--- config.mk ---
export PLATFORM = sky130hd
export DESIGN_NAME = ogmm_ctrl
export DESIGN_NICKNAME = d
export VERILOG_FILES = /design/src/hw/rtl/ogmm_pkg.sv /design/src/hw/rtl/ogmm_ctrl.sv
export SDC_FILE = /design/constraint.sdc
export NUM_CORES = 1
export LEC_CHECK = 0
export ABC_AREA = 1
export BUFFER_PORTS_ARGS = -buffer_cell sky130_fd_sc_hd__buf_2
export CORE_AREA = 4 4 51 53
export CTS_BUF_LIST = sky130_fd_sc_hd__clkbuf_8
export CTS_CLUSTER_SIZE = 25
export DETAILED_ROUTE_END_ITERATION = 7
export DIE_AREA = 0 0 55 57
export REMOVE_ABC_BUFFERS = 1
export SETUP_SLACK_MARGIN = 0.2
export SYNTH_ARGS = -nofsm -noshare
export SYNTH_HDL_FRONTEND = slang
export SYNTH_SLANG_ARGS = --single-unit
--- constraint.sdc ---
create_clock -name clk -period 1.25 [get_ports clk]
set_input_delay 0.25 -clock clk [delete_from_list [all_inputs] [get_ports clk]]
set_output_delay 0.25 -clock clk [all_outputs]
set_load 0.1 [all_outputs]
--- src/hw/rtl/ogmm_pkg.sv ---
// Shared types and constants for the occupancy grid max-merge block.
package ogmm_pkg;

	localparam int CFG_IW = 3;
	localparam int CFG_DW = 32;
	localparam int S_DW   = 40;
	localparam int M_DW   = 24;
	localparam int COST_W = 7;
	localparam int LOC_W  = 35;
	localparam int PROD_W = 51;
	localparam int ACC_W  = 53;
	localparam int FRAC_W = 31;
	localparam int IDX_W  = ACC_W - FRAC_W;

	localparam logic [23:0] RST_STEP = 24'd65536;
	localparam logic [15:0] RST_COS  = 16'd16384;

	typedef enum logic [2:0] {
		REG_ORIGIN_X    = 3'd0,
		REG_ORIGIN_Y    = 3'd1,
		REG_STEP        = 3'd2,
		REG_POSE_X      = 3'd3,
		REG_POSE_Y      = 3'd4,
		REG_HEADING_COS = 3'd5,
		REG_HEADING_SIN = 3'd6
	} reg_idx_t;

	typedef enum logic [1:0] {
		ST_MERGED  = 2'd0,
		ST_UNKNOWN = 2'd1,
		ST_OUTSIDE = 2'd2,
		ST_READ    = 2'd3
	} status_t;

	typedef enum logic [1:0] {
		MUL_LX_C = 2'd0,
		MUL_LY_S = 2'd1,
		MUL_LX_S = 2'd2,
		MUL_LY_C = 2'd3
	} mul_sel_t;

	typedef enum logic [2:0] {
		ACC_NONE   = 3'd0,
		ACC_X_INIT = 3'd1,
		ACC_X_SUB  = 3'd2,
		ACC_Y_INIT = 3'd3,
		ACC_Y_ADD  = 3'd4
	} acc_op_t;

	typedef struct packed {
		logic     clr;
		logic     load;
		logic     loc;
		logic     mul;
		mul_sel_t msel;
		acc_op_t  acc;
		logic     rd;
		logic     wr;
		logic     push;
	} cmd_t;

	typedef struct packed {
		logic clr_last;
		logic in_read;
		logic in_unknown;
		logic in_map;
	} sts_t;

endpackage

--- src/hw/rtl/ogmm_ctrl.sv ---
// Controller: sequences the clearing pass, the transform steps, the grid access and the result transfer.
module ogmm_ctrl (
	input  logic           clk,
	input  logic           arst_n,
	input  ogmm_pkg::sts_t sts,
	output ogmm_pkg::cmd_t cmd,
	input  logic           s_tvalid,
	output logic           s_tready,
	output logic           m_tvalid,
	input  logic           m_tready
);

	typedef enum logic [10:0] {
		S_CLR  = 11'b000_0000_0001,
		S_IDLE = 11'b000_0000_0010,
		S_LOC  = 11'b000_0000_0100,
		S_M0   = 11'b000_0000_1000,
		S_M1   = 11'b000_0001_0000,
		S_M2   = 11'b000_0010_0000,
		S_M3   = 11'b000_0100_0000,
		S_M4   = 11'b000_1000_0000,
		S_RD   = 11'b001_0000_0000,
		S_WR   = 11'b010_0000_0000,
		S_PUSH = 11'b100_0000_0000
	} state_t;

	state_t state_q, state_d;
	logic   out_valid_q;
	logic   out_free;

	assign out_free = !out_valid_q || m_tready;
	assign s_tready = (state_q == S_IDLE);
	assign m_tvalid = out_valid_q;

	always_comb begin
		cmd     = '0;
		state_d = state_q;
		unique case (state_q)
			S_CLR: begin
				cmd.clr = 1'b1;
				if (sts.clr_last) state_d = S_IDLE;
			end
			S_IDLE: begin
				if (s_tvalid) begin
					cmd.load = 1'b1;
					if (sts.in_read) state_d = S_RD;
					else if (sts.in_unknown) state_d = S_PUSH;
					else state_d = S_LOC;
				end
			end
			S_LOC: begin
				cmd.loc = 1'b1;
				state_d = S_M0;
			end
			S_M0: begin
				cmd.mul  = 1'b1;
				cmd.msel = ogmm_pkg::MUL_LX_C;
				state_d  = S_M1;
			end
			S_M1: begin
				cmd.mul  = 1'b1;
				cmd.msel = ogmm_pkg::MUL_LY_S;
				cmd.acc  = ogmm_pkg::ACC_X_INIT;
				state_d  = S_M2;
			end
			S_M2: begin
				cmd.mul  = 1'b1;
				cmd.msel = ogmm_pkg::MUL_LX_S;
				cmd.acc  = ogmm_pkg::ACC_X_SUB;
				state_d  = S_M3;
			end
			S_M3: begin
				cmd.mul  = 1'b1;
				cmd.msel = ogmm_pkg::MUL_LY_C;
				cmd.acc  = ogmm_pkg::ACC_Y_INIT;
				state_d  = S_M4;
			end
			S_M4: begin
				cmd.acc = ogmm_pkg::ACC_Y_ADD;
				state_d = S_RD;
			end
			S_RD: begin
				cmd.rd  = 1'b1;
				state_d = sts.in_map ? S_WR : S_PUSH;
			end
			S_WR: begin
				cmd.wr  = 1'b1;
				state_d = S_PUSH;
			end
			S_PUSH: begin
				if (out_free) begin
					cmd.push = 1'b1;
					state_d  = S_IDLE;
				end
			end
			default: state_d = S_IDLE;
		endcase
	end

	always_ff @(posedge clk or negedge arst_n) begin
		if (!arst_n) begin
			state_q     <= S_CLR;
			out_valid_q <= 1'b0;
		end else begin
			state_q <= state_d;
			if (cmd.push) out_valid_q <= 1'b1;
			else if (m_tready) out_valid_q <= 1'b0;
		end
	end

endmodule

Word-level counts from Yosys, hierarchy flattened --
Index checks and enable logic that the tools add are counted.
Storage, ports and cells: register bits after elaboration 12, input port bits 8, output and inout port bits 14, word-level logic and storage cells 39
Operators by class: equal/unequal tests 14, multiplexer cells 19, reduce and logical (&&, ||, !) cells 4
Operators with widths (count):
- 11-bit one-hot mux with 11 select lines | 1
- 11-bit two-way mux | 6
- 3-bit one-hot mux with 4 select lines | 2
- 11-bit by 1-bit equality test with 1-bit output (second input constant) | 1
- 11-bit by 10-bit equality test with 1-bit output (second input constant) | 1
- 11-bit equality test (second input constant) | 1
- 11-bit by 2-bit equality test with 1-bit output (second input constant) | 1
- 11-bit by 3-bit equality test with 1-bit output (second input constant) | 1
- 11-bit by 4-bit equality test with 1-bit output (second input constant) | 1
- 11-bit by 5-bit equality test with 1-bit output (second input constant) | 1
- 11-bit by 6-bit equality test with 1-bit output (second input constant) | 1
- 11-bit by 7-bit equality test with 1-bit output (second input constant) | 1
- 11-bit by 8-bit equality test with 1-bit output (second input constant) | 1
- 11-bit by 9-bit equality test with 1-bit output (second input constant) | 1
- 1-bit two-way mux | 10
- 2-bit != test (second input constant) | 3
- 3-bit AND reduction | 1
- 2-bit nonzero test | 1
- 1-bit logical NOT | 1
- 1-bit logical OR | 1

Depth between registers and ports, before layout --
depth in word-level cells 5, gate-level depth with buffers 9, mapped depth without buffers 9

Worst setup path before layout --
OpenSTA, ideal clock, no wires.
path kind register -> output, from register state_q[10], to output port cmd[3] in the netlist's numbering, arrival time 2.979 ns, required time 1.000 ns, path slack -1.979 ns, stages on the path, launching flop included 6, buffers on the path 0, cell sequence dfrtp_1 nor2_2 nand2_2 nor2_2 inv_2 o21ai_0
RTL lines:
- start, declared | line ogmm_ctrl.sv:27 | state_t state_q, state_d;
- start signal, assigned | line ogmm_ctrl.sv:105 | state_q <= state_d;
- end, declared | line ogmm_ctrl.sv:6 | output ogmm_pkg::cmd_t cmd,

==> qor.yml <==
status: "finished, violations left"
violations: "negative setup slack"
drtAntennaViolNets: 0
cts_htree_levels: 1
syn-cell-area_um2: 812
via_count: 999
ys_types: 25
synth_edf_count: 0
worst-path-max-fanout: 4
crit_top_cell: "nor2_4"
hpwl_um: 1800
synth_flop_cell: "dfrtp_1"
antenna_found_initial: 0
start_util: 0.378
synth_common_cells: "inv_1, nand2_1, nor2_1"
timing.final.hold_violations: 0
seq_area_frac_synth: 0.371
clock_latency_ns: 0.25
fin_crit_sh: 1.52
synth_mux_area_frac: 0
drc: 0
fp.dieH_um: 57
synth.largest_area_cell: "dfrtp_1"
critPathArrivalTime_ns: 1.65
io_pins: 22
routed_wl_um: 3380
grt_pass1_vias: 989
cts_max_path_buffers: 2
start_kind: "flip-flop"
path_clk_slew_ns: 0.06
yosys-top-cells-area: "dfrtp_1, inv_1, nand2_1"
synth_xor_area_frac: 0
ys_seq_elements: 12
yosysMostFrequentCell: "inv_1"
portBuffers: 21
placed_area_mm2: 0.00139
cts.sink_count: 12
antenna_cells: 0
cts_tree: "built"
syn_inst: 105
grt_max_degree: 13
syn_avg_cell_area_um2: 7.73
num_rows: 17
dr.pass1.iters: 4
cp_cell_sequence: "nor2_4, nand2_4, nor2_4, nand2_2, o21ai_2, or2_4, buf_12"
wl_per_cell_um: 16.5
synth_top_family_by_area: "simple AND/OR/NAND/NOR gates"
hp-class: "in -> reg"
drive_gt1_frac: 0.706
worst_slew_margin_rel: 0.805
dp_worst_setup_slack_ns: -0.423
dieWidth_um: 55
crit_required_ns: 1.00
num-fill-cells: 111
core_mm2: 0.00215
grt_usage: 0.197
fin_ws_ns: -0.652
layout-area-overhead-vs-synth_pct: 122
dieArea_mm2: 0.00314
post-route-cell-area_mm2: 0.00180
numCtsBuffers: 3
synth_compound_area_frac: 0.0401
synth_top_area_frac: 0.339
synth_warnings: 0
cpPeakStageDelay_ns: 0.42
cts_root_buf: "clkbuf_8"
grt_pass1_wl_um: 4450
setup_viol: 24
drt_iter0_drc: 21
finalClockSkew_ns: 0.000971
p_total_mw: 4.56
min_period_ns: 1.90
worst_pin_slew_ns: 0.292
synthAdderAreaFrac: 0
via_per_inst: 4.87
drv_cap: 0
nets: 186
vdd_drop_max_uv: 2950
synth_simple_gate_area_share: 0.473
worst_setup_path_end_kind: "primary output"
leakagePower_nw: 0.935
finalWeightedCongestion: 0.751
finalSetupTns_ns: -10.54
fmax_mhz: 526
synthArstFlopShare: 1.00
rsz0062_at_grt: "yes"
slowest_stage: "dfrtp_1"
powerDensity_mw_per_mm2: 2530
slew_violations: 0
crit_type: "reg -> out"
overflow: 0
## per-layer routing
layer | wire (um) | global-route usage
met1 | 1330 | 0.221
met2 | 1840 | 0.351
met3 | 104 | 0.0287
met4 | 105 | 0.0868
met5 | 0 | 0
## power by group
group	internal (mW)	switching, mW
sequential	0.471	0.111
clock	0.217	0.160
combinational	1.61	1.99
## logic make-up (layout without fill, tap and decap cells)
logic type,after synthesis,in the layout
flops,12,12
buf+inv,25,97
compound gates,6,6
simple gates,62,62
## timing repair
action,4_1_cts,5_1_grt
buffers inserted,10,6
hold endpoints to repair,11,0
gates cloned,0,0
gates resized for setup,44,26
pin swaps,15,12
hold buffers,1,0
setup endpoints to repair,26,26
## registers in the layout (all words and copies together), names as in the netlist
register  flops
state_q      11
m_tvalid      1
## through the flow
stage	utilization	hold WS (ns)	cells
4_1_cts	0.776	0.272	199
2_1_floorplan	-	-0.0456	105
6_report	0.839	0.267	205
3_5_place_dp	0.646	0.149	184
5_1_grt	0.839	0.287	205
3_3_place_gp	0.646	0.143	184
## final cells by class
cell class | instances | area, um^2 | area share
Timing Repair Buffer | 68 | 731 | 0.405
Multi-Input combinational cell | 68 | 581 | 0.322
Sequential cell | 12 | 303 | 0.168
Inverter | 25 | 109 | 0.0604
Clock buffer | 3 | 41.3 | 0.0229
Tap cell | 28 | 35.0 | 0.0194
Clock inverter | 1 | 3.75 | 0.00208
## worst paths after layout
check,startpoint,endpoint,slack (ns),depth (start not counted)
max,state_q[10],cmd[8],-0.65,7
min,sts[0],state_q[9],0.27,3
max reg2reg,state_q[10],state_q[8],-0.52,12
min reg2reg,state_q[7],state_q[6],0.65,3
max in group asynchronous,arst_n,state_q[0],0.53,2
min in group asynchronous,arst_n,state_q[2],0.45,2
## critical path, delay by kind of cell, from the launching register on
kind	cells	cell delay, ns
simple gates	5	0.71
compound gates	1	0.10
buf+inv	1	0.16
flops	1	0.42
## placed cells by master, fill, tap and decap left out, types with 2 or more instances in the layout
| cell type | Yosys | routed |
|---|---|---|
| buf_12 | 0 | 14 |
| buf_4 | 0 | 30 |
| inv_2 | 3 | 6 |
| dfrtp_1 | 11 | 10 |
| buf_6 | 0 | 16 |
| nand3_1 | 7 | 4 |
| inv_1 | 22 | 15 |
| inv_4 | 0 | 4 |
| nor2_1 | 13 | 8 |
| o21ai_2 | 0 | 3 |
| nand2_2 | 4 | 4 |
| nor2_2 | 5 | 3 |
| nor3_2 | 1 | 3 |
| nand3_2 | 1 | 4 |
| nand2_4 | 2 | 6 |
| clkbuf_8 | 0 | 3 |
| nor2_4 | 4 | 11 |
| buf_2 | 0 | 7 |
| nor3_4 | 1 | 2 |
| nand2_1 | 15 | 10 |
No activity file was read; power rests on OpenSTA's default activity.
